==> src/rtl/ecg_rpeak_morph_detector_assert.svh <==
// ============================================================================
// ECG R-peak detector assertion macros
// Concurrent assertion wrappers; empty when SYNTH is defined.
// ============================================================================
`ifndef ECG_RPEAK_MORPH_DETECTOR_ASSERT_SVH
`define ECG_RPEAK_MORPH_DETECTOR_ASSERT_SVH
`ifndef SYNTH
`define ECGRP_ASSERT(lbl, clk, rstn, prop, msg) \
  lbl: assert property (@(posedge clk) disable iff (!rstn) prop) else $error(msg);
`define ECGRP_ASSERT_NR(lbl, clk, prop, msg) \
  lbl: assert property (@(posedge clk) prop) else $error(msg);
`else
`define ECGRP_ASSERT(lbl, clk, rstn, prop, msg)
`define ECGRP_ASSERT_NR(lbl, clk, prop, msg)
`endif
`endif

==> src/rtl/ecgrp_pkg.sv <==
// ============================================================================
// ECG R-peak detector package
// Field widths, status codes, state types and shared structs.
// ============================================================================
package ecgrp_pkg;

  localparam int SAMPLE_W   = 12;
  localparam int THR_W      = 12;
  localparam int STATUS_W   = 3;
  localparam int PEAK_IDX_W = 9;
  localparam int HOUR_W     = 5;
  localparam int MIN_W      = 6;
  localparam int SEC_W      = 6;
  localparam int TICK_W     = 8;

  // transform value: |M| <= 61430, fits 18 bit signed; magnitude in 17 bits
  localparam int MT_W  = 18;
  localparam int MAG_W = 17;

  localparam logic [THR_W-1:0] THR_RESET = 12'd140;
  localparam int SCALE         = 10;
  localparam int SECS_PER_MIN  = 60;
  localparam int MINS_PER_HOUR = 60;
  localparam int HOURS_PER_DAY = 24;

  typedef enum logic [STATUS_W-1:0] {
    ST_LEARNING = 3'd0,
    ST_STORED   = 3'd1,
    ST_NO_PEAK  = 3'd2,
    ST_PEAK     = 3'd3,
    ST_OVERDUE  = 3'd4
  } status_t;

  typedef enum logic [1:0] {
    S_IDLE,
    S_LAUNCH,
    S_WAIT
  } seq_state_t;

  typedef enum logic [2:0] {
    MT_IDLE,
    MT_WIN,
    MT_DIFF,
    MT_MUL,
    MT_OUT
  } mmt_state_t;

  typedef struct packed {
    logic [HOUR_W-1:0] hour;
    logic [MIN_W-1:0]  minute;
    logic [SEC_W-1:0]  second;
    logic [TICK_W-1:0] tick;
  } tod_t;

  typedef struct packed {
    logic                   done;
    logic signed [MT_W-1:0] m;
  } mmt_rsp_t;

endpackage

==> src/rtl/ecgrp_tod.sv <==
// ============================================================================
// ECG R-peak detector time-of-day clock
// Tick / second / minute / hour counters advanced once per stored sample.
// ============================================================================
module ecgrp_tod #(
  parameter int TICKS_PER_SECOND = 200
) (
  input  logic             clk,
  input  logic             rst_n,
  input  logic             adv,
  output ecgrp_pkg::tod_t  tod
);

  ecgrp_pkg::tod_t tod_r, tod_nxt;

  always_comb begin
    tod_nxt = tod_r;
    if (adv) begin
      if (tod_r.tick == ecgrp_pkg::TICK_W'(TICKS_PER_SECOND - 1)) begin
        tod_nxt.tick = '0;
        if (tod_r.second == ecgrp_pkg::SEC_W'(ecgrp_pkg::SECS_PER_MIN - 1)) begin
          tod_nxt.second = '0;
          if (tod_r.minute == ecgrp_pkg::MIN_W'(ecgrp_pkg::MINS_PER_HOUR - 1)) begin
            tod_nxt.minute = '0;
            if (tod_r.hour == ecgrp_pkg::HOUR_W'(ecgrp_pkg::HOURS_PER_DAY - 1)) begin
              tod_nxt.hour = '0;
            end else begin
              tod_nxt.hour = tod_r.hour + 1'b1;
            end
          end else begin
            tod_nxt.minute = tod_r.minute + 1'b1;
          end
        end else begin
          tod_nxt.second = tod_r.second + 1'b1;
        end
      end else begin
        tod_nxt.tick = tod_r.tick + 1'b1;
      end
    end
  end

  always_ff @(posedge clk) begin
    if (!rst_n) begin
      tod_r <= '0;
    end else begin
      tod_r <= tod_nxt;
    end
  end

  assign tod = tod_r;

endmodule

==> config.mk <==
export PLATFORM = sky130hd
export DESIGN_NAME = ecgrp_tod
export DESIGN_NICKNAME = d
export VERILOG_FILES = /design/src/rtl/ecg_rpeak_morph_detector_assert.svh /design/src/rtl/ecgrp_pkg.sv /design/src/rtl/ecgrp_tod.sv
export SDC_FILE = /design/constraint.sdc
export NUM_CORES = 1
export LEC_CHECK = 0
export ABC_AREA = 1
export BUFFER_PORTS_ARGS = -buffer_cell sky130_fd_sc_hd__buf_2
export CORE_UTILIZATION = 58
export CTS_CLUSTER_SIZE = 24
export DETAILED_ROUTE_END_ITERATION = 8
export PLACE_DENSITY = 0.82
export SYNTH_ARGS = -nofsm -noshare
export SYNTH_HDL_FRONTEND = slang
export SYNTH_SLANG_ARGS = --single-unit
==> constraint.sdc <==
create_clock -name clk -period 3.1 [get_ports clk]
set_clock_uncertainty 0.05 [all_clocks]
set_input_delay 0.155 -clock clk [delete_from_list [all_inputs] [get_ports clk]]
set_output_delay 0.155 -clock clk [all_outputs]
set_load 0.02 [all_outputs]
==> flow_summary.yaml <==
sta:
  setup_ws_ns: 1.46
  fin_crit_sh_pct: 52.9
  period_minus_slack_ns: 1.64
  fmax_mhz: 610
  relSlewSlack_pct: 74.4
  rsz0062_at_grt: "no"
  worstMarginPinSlew_ns: 0.383
  final-setup-viol-count: 0
  hold_viol: 0
  fin_setup_tns_ns: 0
  slew_violations: 0
global_routing:
  grt_usage_pct: 25.0
  grt_pass1_wl_mm: 4.89
  grt_max_degree: 18
  antenna_found_initial: 0
  gr-total-overflow: 0
  grt_pass1_vias: 1178
setup_path:
  cp_max_fo: 17
  rr_worst_depth: 10
  worstPathArrival_ns: 1.82
  rrSetupSlack_ns: 1.46
  worstSetupEndpointType: "register"
  cp.required_ns: 3.28
  start_kind: "register"
  timing.rr.start: "tod[0]$_SDFFE_PN0P_"
  cp-startpoint: "tod[0]$_SDFFE_PN0P_"
  path_cells: "ha_1 -> nand2_1 -> inv_2 -> nand2_4 -> nor2_8 -> nand3_1 -> nand2_1 -> nand2_1 -> nand2_1 -> inv_1"
  cpPeakStageDelay_ns: 0.43
  slowest_stage: "dfxtp_1"
  crit_type: "register to register"
  crit_top_cell: "nand2_1"
die:
  dieHeight_um: 50.6
  num_io_pins: 28
  dieWidth_um: 50.6
  rows: 17
  fp.coreArea_um2: 2210
  dieArea_um2: 2560
  start_util_pct: 61.9
logic_synthesis:
  muxShareOfSynthArea_pct: 0
  synth_cell_type_count: 25
  synth-xor-area-share_pct: 2.56
  yosysWarnings: 0
  synth.cell_area_um2: 1370
  synth_top_family_by_area: "simple AND/OR/NAND/NOR gates"
  synth_seq_cells: 25
  yosysSeqAreaShare_pct: 36.5
  yosys.area_share.simple_pct: 41.9
  synthAdderAreaFrac_pct: 3.65
  synth_compound_area_share_pct: 7.03
  syn-num-nets: 211
  syn_inst: 204
  avgSynthCellArea_um2: 6.72
clock_network:
  worstSkewPairLatency_ns: 0.32
  cts_repair_resize_count: 0
  cts_hold_buf: 0
  clock_sinks: 25
  root_buffer: "clkbuf_4"
  htreeDepth: 1
  post_cts_buffers: 0
  cts_tree: "done"
  cts_buffer_depth: 2
  clkTransAtPathRegs_ns: 0.13
  cts_buffers: 3
power_and_ir_drop:
  ir_drop_v: 0.000252
  power_leakage_nw: 0.746
  power_mw: 0.494
  powerDensity_nw_per_um2: 319
min_path:
  hp-start: "rst_n"
  hp-class: "input port to register"
  min_path_cells: 3
finish:
  layout-drive-gt1-share_pct: 20.6
  area_growth_pct: 13.0
  antennaDiodeCount: 0
  final_area_um2: 1550
  largest_reg_flops: 25
  postLayoutCoreUtil_pct: 70.0
  num-nets-final: 241
flow_run:
  cap_violations: 0
routing:
  detail-route-antenna-nets: 0
  first_iter_violations: 37
  vias: 1334
  wl_per_cell_um: 11.0
  viasPerCell: 5.11
  drc: 0
  wl_mm: 2.86
  firstDrtPassIters: 4
placed_design:
  hpwlAfterDp_mm: 2.21
  dpl_worst_slack_ns: 1.51
  routabilityCongestion: 0.928
  place_area_um2: 1520
  port_buffers: 27
status:
  status: "finished clean"
==> synthesized netlist by cell type <==
master   count  area, um2
ha_1         4       50.1
nand2_2      2       12.5
dfxtp_1     25        500
nor2_8       1       20.0
a21oi_1     13       65.1
nand3_2      1       10.0
nor2_2       1       6.26
nor3_1       2       10.0
xor2_1       2       17.5
or2_2        1       6.26
xnor2_1      2       17.5
nor3_2       1       10.0
nor3b_2      2       25.0
o21ai_1      2       10.0
a31oi_1      1       6.26
nor2_1      34        128
buf_2        1       5.00
nand4_1      5       31.3
inv_1       18       67.6
inv_2        7       26.3
o21ai_0      3       15.0
buf_8        1       15.0
nand2_4      1       11.3
nand2_1     53        199
nand3_1     21        105
==> metal layers <==
layer | global-route usage (%) | up-vias | wire length (um)
li1 | - | 709 | -
met1 | 31.9 | 593 | 1370
met2 | 42.4 | 28 | 1360
met3 | 3.94 | 4 | 102
met4 | 8.33 | 0 | 27
met5 | 0 | - | 0
==> path summary, 6_finish.rpt <==
path,to
setup / recovery,tod[24]$_SDFFE_PN0P_
hold / removal,tod[9]$_SDFFE_PN0P_
setup reg to reg,tod[24]$_SDFFE_PN0P_
hold reg to reg,tod[18]$_SDFFE_PN0P_
==> stage by stage <==
| step | std cells | hold WS, ns |
|---|---|---|
| after CTS | 261 | 0.0951 |
| after floorplan | 204 | 0.241 |
| after detailed placement | 257 | 0.446 |
| after global routing | 261 | 0.0954 |
| after global placement | 257 | 0.433 |
| final | 261 | 0.0985 |
==> final cells by class <==
class,count,area (um2)
clock inverters,1,5.00
fillers,200,664
flip-flops and latches,25,500
clock buffers,3,22.5
inverters,25,93.8
repair buffers,27,135
well taps,28,35.0
multi-input cells,152,756
==> cells in the final DEF (no fill, tap or decap), types with 3 or more instances in the layout <==
master and instances:
nand2_1 53, a21oi_1 13, nand4_1 5, nand3_1 21, inv_2 7, nor2_1 34
ha_1 4, buf_2 27, clkbuf_4 3, dfxtp_1 25, o21ai_0 3, inv_1 18
==> critical path: cells and delay by family (launching register included) <==
family / cells / cell delay, ns
adder cells (fa/ha/maj): 1 / 0.19
buffers and inverters: 2 / 0.13
flip-flops: 1 / 0.43
AND/OR/NAND/NOR: 7 / 0.75
==> cells by family (layout without fill, tap and decap cells) <==
| group | count (synthesis) | count (layout) |
|---|---|---|
| and+or+nand+nor | 125 | 125 |
| AOI/OAI and AO/OA | 19 | 19 |
| buffers and inverters | 27 | 56 |
| DFF | 25 | 25 |
| xor gates and xnor gates | 4 | 4 |
| adders and majority gates | 4 | 4 |
==> power by group <==
part / internal (mW) / switching (mW) / leakage, nW / total, mW
Sequential: 0.324 / 0.00296 / 0.202 / 0.327
Combinational: 0.00731 / 0.0158 / 0.526 / 0.0231
Clock: 0.0483 / 0.0962 / 0.0177 / 0.145
No activity file was read; power rests on OpenSTA's default activity.
