==> src/rtl/ecg_rpeak_morph_detector_assert.svh <==
// ============================================================================
// ECG R-peak detector assertion macros
// Concurrent assertion wrappers; empty when SYNTH is defined.
// ============================================================================
`ifndef ECG_RPEAK_MORPH_DETECTOR_ASSERT_SVH
`define ECG_RPEAK_MORPH_DETECTOR_ASSERT_SVH
`ifndef SYNTH
`define ECGRP_ASSERT(lbl, clk, rstn, prop, msg) \
  lbl: assert property (@(posedge clk) disable iff (!rstn) prop) else $error(msg);
`define ECGRP_ASSERT_NR(lbl, clk, prop, msg) \
  lbl: assert property (@(posedge clk) prop) else $error(msg);
`else
`define ECGRP_ASSERT(lbl, clk, rstn, prop, msg)
`define ECGRP_ASSERT_NR(lbl, clk, prop, msg)
`endif
`endif

==> src/rtl/ecgrp_pkg.sv <==
// ============================================================================
// ECG R-peak detector package
// Field widths, status codes, state types and shared structs.
// ============================================================================
package ecgrp_pkg;

  localparam int SAMPLE_W   = 12;
  localparam int THR_W      = 12;
  localparam int STATUS_W   = 3;
  localparam int PEAK_IDX_W = 9;
  localparam int HOUR_W     = 5;
  localparam int MIN_W      = 6;
  localparam int SEC_W      = 6;
  localparam int TICK_W     = 8;

  // transform value: |M| <= 61430, fits 18 bit signed; magnitude in 17 bits
  localparam int MT_W  = 18;
  localparam int MAG_W = 17;

  localparam logic [THR_W-1:0] THR_RESET = 12'd140;
  localparam int SCALE         = 10;
  localparam int SECS_PER_MIN  = 60;
  localparam int MINS_PER_HOUR = 60;
  localparam int HOURS_PER_DAY = 24;

  typedef enum logic [STATUS_W-1:0] {
    ST_LEARNING = 3'd0,
    ST_STORED   = 3'd1,
    ST_NO_PEAK  = 3'd2,
    ST_PEAK     = 3'd3,
    ST_OVERDUE  = 3'd4
  } status_t;

  typedef enum logic [1:0] {
    S_IDLE,
    S_LAUNCH,
    S_WAIT
  } seq_state_t;

  typedef enum logic [2:0] {
    MT_IDLE,
    MT_WIN,
    MT_DIFF,
    MT_MUL,
    MT_OUT
  } mmt_state_t;

  typedef struct packed {
    logic [HOUR_W-1:0] hour;
    logic [MIN_W-1:0]  minute;
    logic [SEC_W-1:0]  second;
    logic [TICK_W-1:0] tick;
  } tod_t;

  typedef struct packed {
    logic                   done;
    logic signed [MT_W-1:0] m;
  } mmt_rsp_t;

endpackage

==> src/rtl/ecgrp_mmt.sv <==
// ============================================================================
// ECG R-peak detector transform unit
// Computes one morphological transform value per request: walks the window
// through the store read port, then scales by 10 / HALF_WINDOW.
// ============================================================================
module ecgrp_mmt #(
  parameter int BUFFER_DEPTH = 512,
  parameter int HALF_WINDOW  = 4,
  localparam int AW = $clog2(BUFFER_DEPTH)
) (
  input  logic                           clk,
  input  logic                           rst_n,
  input  logic                           go,
  input  logic [AW-1:0]                  pos,
  input  logic [ecgrp_pkg::SAMPLE_W-1:0] rd_data,
  output logic [AW-1:0]                  rd_addr,
  output ecgrp_pkg::mmt_rsp_t            rsp
);

  localparam int MT_W   = ecgrp_pkg::MT_W;
  localparam int MAG_W  = ecgrp_pkg::MAG_W;
  localparam int SW     = ecgrp_pkg::SAMPLE_W;
  localparam int K_LAST = 2 * HALF_WINDOW + 1;
  localparam int KW     = $clog2(K_LAST + 1);
  // reciprocal ceil(2^SHIFT / HW): exact floor division for magnitudes < 2^MAG_W
  localparam int SHIFT  = MAG_W + $clog2(HALF_WINDOW);
  localparam int RW     = MAG_W + 2;
  localparam int PW     = MAG_W + RW;
  localparam logic [63:0] RECIP_FULL =
    ((64'd1 << SHIFT) + 64'(HALF_WINDOW) - 64'd1) / 64'(HALF_WINDOW);
  localparam logic [RW-1:0] RECIP   = RECIP_FULL[RW-1:0];
  localparam logic [AW:0]   DEPTH_X = (AW+1)'(BUFFER_DEPTH);
  localparam logic [AW:0]   HW_X    = (AW+1)'(HALF_WINDOW);

  ecgrp_pkg::mmt_state_t state_r, state_nxt;

  logic [AW-1:0]          addr_r, addr_nxt;
  logic [KW-1:0]          k_r, k_nxt;
  logic signed [SW-1:0]   hi_r, hi_nxt, lo_r, lo_nxt, cen_r, cen_nxt;
  logic [MAG_W-1:0]       mag_r, mag_nxt;
  logic                   neg_r, neg_nxt;
  logic [PW-1:0]          prod_r, prod_nxt;

  logic [AW:0]            pos_x, win_start;
  logic signed [SW-1:0]   v;
  logic signed [MT_W-1:0] d, x, m_val;
  logic [PW-1:0]          shifted;
  logic [MAG_W-1:0]       q;

  assign pos_x     = {1'b0, pos};
  assign win_start = (pos_x >= HW_X) ? (pos_x - HW_X) : (pos_x + DEPTH_X - HW_X);
  assign v         = $signed(rd_data);

  assign d = MT_W'(hi_r) + MT_W'(lo_r) - (MT_W'(cen_r) <<< 1);
  assign x = d * $signed(MT_W'(ecgrp_pkg::SCALE));

  assign shifted = prod_r >> SHIFT;
  assign q       = shifted[MAG_W-1:0];
  assign m_val   = neg_r ? -$signed({1'b0, q}) : $signed({1'b0, q});

  // next state
  always_comb begin
    state_nxt = state_r;
    case (state_r)
      ecgrp_pkg::MT_IDLE: begin
        if (go) begin
          state_nxt = ecgrp_pkg::MT_WIN;
        end
      end
      ecgrp_pkg::MT_WIN: begin
        if (k_r == KW'(K_LAST)) begin
          state_nxt = ecgrp_pkg::MT_DIFF;
        end
      end
      ecgrp_pkg::MT_DIFF: state_nxt = ecgrp_pkg::MT_MUL;
      ecgrp_pkg::MT_MUL:  state_nxt = ecgrp_pkg::MT_OUT;
      ecgrp_pkg::MT_OUT:  state_nxt = ecgrp_pkg::MT_IDLE;
      default:            state_nxt = ecgrp_pkg::MT_IDLE;
    endcase
  end

  // datapath
  always_comb begin
    addr_nxt = addr_r;
    k_nxt    = k_r;
    hi_nxt   = hi_r;
    lo_nxt   = lo_r;
    cen_nxt  = cen_r;
    mag_nxt  = mag_r;
    neg_nxt  = neg_r;
    prod_nxt = prod_r;
    case (state_r)
      ecgrp_pkg::MT_IDLE: begin
        addr_nxt = win_start[AW-1:0];
        k_nxt    = '0;
        hi_nxt   = '0;
        lo_nxt   = '0;
      end
      ecgrp_pkg::MT_WIN: begin
        k_nxt    = k_r + 1'b1;
        addr_nxt = (addr_r == AW'(BUFFER_DEPTH - 1)) ? '0 : addr_r + 1'b1;
        // read data trails the address through the registered store read port
        if (k_r != '0) begin
          if (v > hi_r) hi_nxt = v;
          if (v < lo_r) lo_nxt = v;
          if (k_r == KW'(HALF_WINDOW + 1)) cen_nxt = v;
        end
      end
      ecgrp_pkg::MT_DIFF: begin
        neg_nxt = x[MT_W-1];
        mag_nxt = x[MT_W-1] ? MAG_W'(-x) : MAG_W'(x);
      end
      ecgrp_pkg::MT_MUL: begin
        prod_nxt = PW'(mag_r) * PW'(RECIP);
      end
      default: begin
      end
    endcase
  end

  // outputs
  always_comb begin
    rd_addr  = addr_r;
    rsp.done = (state_r == ecgrp_pkg::MT_OUT);
    rsp.m    = m_val;
  end

  always_ff @(posedge clk) begin
    if (!rst_n) begin
      state_r <= ecgrp_pkg::MT_IDLE;
    end else begin
      state_r <= state_nxt;
    end
  end

  always_ff @(posedge clk) begin
    addr_r <= addr_nxt;
    k_r    <= k_nxt;
    hi_r   <= hi_nxt;
    lo_r   <= lo_nxt;
    cen_r  <= cen_nxt;
    mag_r  <= mag_nxt;
    neg_r  <= neg_nxt;
    prod_r <= prod_nxt;
  end

endmodule

==> config.mk <==
export PLATFORM = sky130hd
export DESIGN_NAME = ecgrp_mmt
export DESIGN_NICKNAME = d
export VERILOG_FILES = /design/src/rtl/ecg_rpeak_morph_detector_assert.svh /design/src/rtl/ecgrp_pkg.sv /design/src/rtl/ecgrp_mmt.sv
export SDC_FILE = /design/constraint.sdc
export NUM_CORES = 1
export LEC_CHECK = 0
export BUFFER_PORTS_ARGS = -buffer_cell sky130_fd_sc_hd__buf_2
export CAP_MARGIN = 5
export CELL_PAD_IN_SITES_DETAIL_PLACEMENT = 0
export CELL_PAD_IN_SITES_GLOBAL_PLACEMENT = 1
export CORE_ASPECT_RATIO = 0.6
export CORE_MARGIN = 2
export CORE_UTILIZATION = 44
export DETAILED_ROUTE_END_ITERATION = 10
export PLACE_DENSITY = 0.79
export SYNTH_ARGS = -nofsm -noshare
export SYNTH_HDL_FRONTEND = slang
export SYNTH_SLANG_ARGS = --single-unit
==> constraint.sdc <==
create_clock -name clk -period 4.3 [get_ports clk]
set_input_delay 1.075 -clock clk [delete_from_list [all_inputs] [get_ports clk]]
set_output_delay 1.075 -clock clk [all_outputs]
set_load 0.01 [all_outputs]
==> impl_metrics.toml <==
[floorplanning]
fp-row-count = 32
die_area_um2 = 14600
die_h_um = 94.4
core_area_um2 = 13100
ios = 52
die_w_um = 155
initial_core_util_pct = 45.8

[clocking]
root_buffer = "clkbuf_16"
h-tree-depth = 3
clk_latency_ns = 0.35
clkTransAtPathRegs_ns = 0.07
cts_tree = "yes"
cts.path.max_buffers = 2
cts_sinks = 83
numCtsBuffers = 9
hold_buffers = 0

[placed_design]
post-place-cells = 862
place_hpwl_um = 10200
place_congestion = 0.860
post-place-ws_ns = -0.730
numPortBuffers = 51

[layout]
most-common-layout-cells = "buf_4 (95), edfxtp_1 (80), inv_1 (73)"
final_common_cell = "buf_4"
num_antenna_cells = 0
layoutNonFillerInstCount = 888
syn2layout_area_growth_pct = 28.0
drive_above_1_share_pct = 29.9
fin_nets = 812
final_core_util_pct = 58.7

[route]
routed_via_density = 5.10
drc_errors = 0
routedWlPerCell_um = 14.8
firstDrtPassIters = 4
antenna_left = 0
wl_um = 13200
drt_iter0_drc = 202
vias = 4533

[worst_setup_path]
cp_max_fo = 5
worstPathRequired_ns = 4.39
crit_type = "flip-flop to flip-flop"
critPathTopFamily = "compound AO/OA/AOI/OAI gates"
crit_arrival_ns = 4.73
endpoint_kind = "flip-flop"
cp_cell_sequence = "fa_1 > inv_2 > ha_4 > a2111oi_4 > nor2_1 > a21o_1 > a21oi_2 > xnor2_2 > ha_1 > ha_4 > a21o_1 > a211o_1 > o211ai_1 > a211o_1 > o22ai_4 > xnor2_4 > buf_6 > a31oi_4 > xor2_1"
cpPeakStageDelay_ns = 0.57
cp.buffers_inverters = 2
cp_slowest_cell = "fa_1"
startpoint_type = "flip-flop"

[synth]
synth.largest_area_cell = "edfxtp_1"
ys_seq_area_share_pct = 41.1
yosys_warnings = 0
syn_area_um2 = 6000
synth_edf_count = 80
synth_fp_nets = 660
synth_top_area_share_pct = 40.1
synth_cell_type_count = 62
synth_cells = 561
ys_ff_latch = 83
synthFlopType = "edfxtp_1"
synthArstFlopShare_pct = 0
avgSynthCellArea_um2 = 10.7
yosys-top-cells-area = "edfxtp_1 (40%), ha_1 (13%), xnor2_1 (7.7%)"

[sta]
finalSetupViolations = 16
rsz0062_at_grt = "yes"
final.period_utilization_pct = 108
fmax_mhz = 216
fin_crit_ns = 4.64
final_hold_viol_count = 0
slew_headroom_pct = 46.5
final.setup.worst_slack_ns = -0.339
skew_ns = 0.0104
slew_violations = 0
tightest_slew_ns = 0.802
setup_tns_ns = -4.27

[global_routing]
grt_util_all_layers_pct = 19.7
grt_pass1_vias = 4780
grt_pass1_wl_um = 22900
antenna_found_initial = 0
grt_overflow = 0
grt_max_degree = 29

[outcome]
status = "finished, violations left"
violations = "setup timing"

[run]
max_cap_violations = 0

[min_path]
hp-class = "flip-flop to flip-flop"
## path summary, 6_finish.rpt
path,start,to,slack (ns),cells after the start
min reg2reg,mag_r[3]$_DFFE_PN_,prod_r[20]$_DFFE_PP_,0.42,0
max,cen_r[1]$_DFFE_PP_,mag_r[6]$_DFFE_PN_,-0.34,19
min,mag_r[3]$_DFFE_PN_,prod_r[20]$_DFFE_PP_,0.42,0
max reg2reg,cen_r[1]$_DFFE_PP_,mag_r[6]$_DFFE_PN_,-0.34,19
## flip-flops by register name, indices dropped and copies added, names as in the netlist
name     cells
state_r      3
lo_r        12
cen_r       12
k_r          4
rd_addr      9
prod_r      15
neg_r        1
mag_r       15
hi_r        12
## synth_stat cells, drive strengths merged (2+ instances only)
cell type / n
o211ai: 3
a211o: 3
xnor2: 54
inv: 76
nor2: 34
a21o: 17
and3: 17
o311ai: 2
nand3: 10
nand2b: 11
nor4: 4
edfxtp: 80
xor2: 14
o22ai: 7
o21a: 4
nor2b: 5
nand2: 25
or2: 2
a2111oi: 2
buf: 2
ha: 62
clkbuf: 7
or4: 2
and2: 3
o21ai: 16
nor3: 15
dfxtp: 3
nand4: 5
a31oi: 5
a21oi: 28
o31ai: 6
o41ai: 2
fa: 13
nor3b: 7
## per-stage QoR
step                      instance area [µm²]  hold slack (ns)
after floorplan                          6060            0.400
after global placement                   7160            0.407
after detailed placement                 7160            0.405
after CTS                                7600            0.421
after global routing                     7680            0.438
final                                    7680            0.421
## final cells by class
class,instances,area [µm²]
fillers,1075,5410
multi-input cells,394,3420
flip-flops and latches,83,2460
repair buffers,149,1000
inverters,76,285
clock buffers,9,225
well taps,170,213
clock inverters,7,71.3
## timing repair
item                       CTS  global route
pin swaps                   20            11
gates cloned                 1             0
setup endpoints to repair   16            16
setup buffers                6             4
gates resized for setup     24            12
## logic make-up (layout without fill, tap and decap cells)
| group | count (synthesis) | after routing | synth area share (%) |
|---|---|---|---|
| AND/OR/NAND/NOR | 143 | 143 | 12.6 |
| AO/OA/AOI/OAI | 105 | 105 | 13.0 |
| buffers and inverters | 85 | 241 | 5.51 |
| flip-flops | 83 | 83 | 41.1 |
| adder cells (fa/ha/maj) | 75 | 75 | 17.3 |
| XOR/XNOR | 69 | 70 | 10.4 |
| multiplexers | 1 | 1 | 0.167 |
## per-layer routing
layer	share of wire (%)	up-vias	track usage, %
met5	0	-	0
met4	0.91	0	4.32
met3	3.2	11	3.76
li1	-	2303	-
met2	43	59	31.4
met1	53	2160	28.0
Power is not shown: default switching activity piles up to over one toggle a cycle in this logic, so the estimate is an artifact.
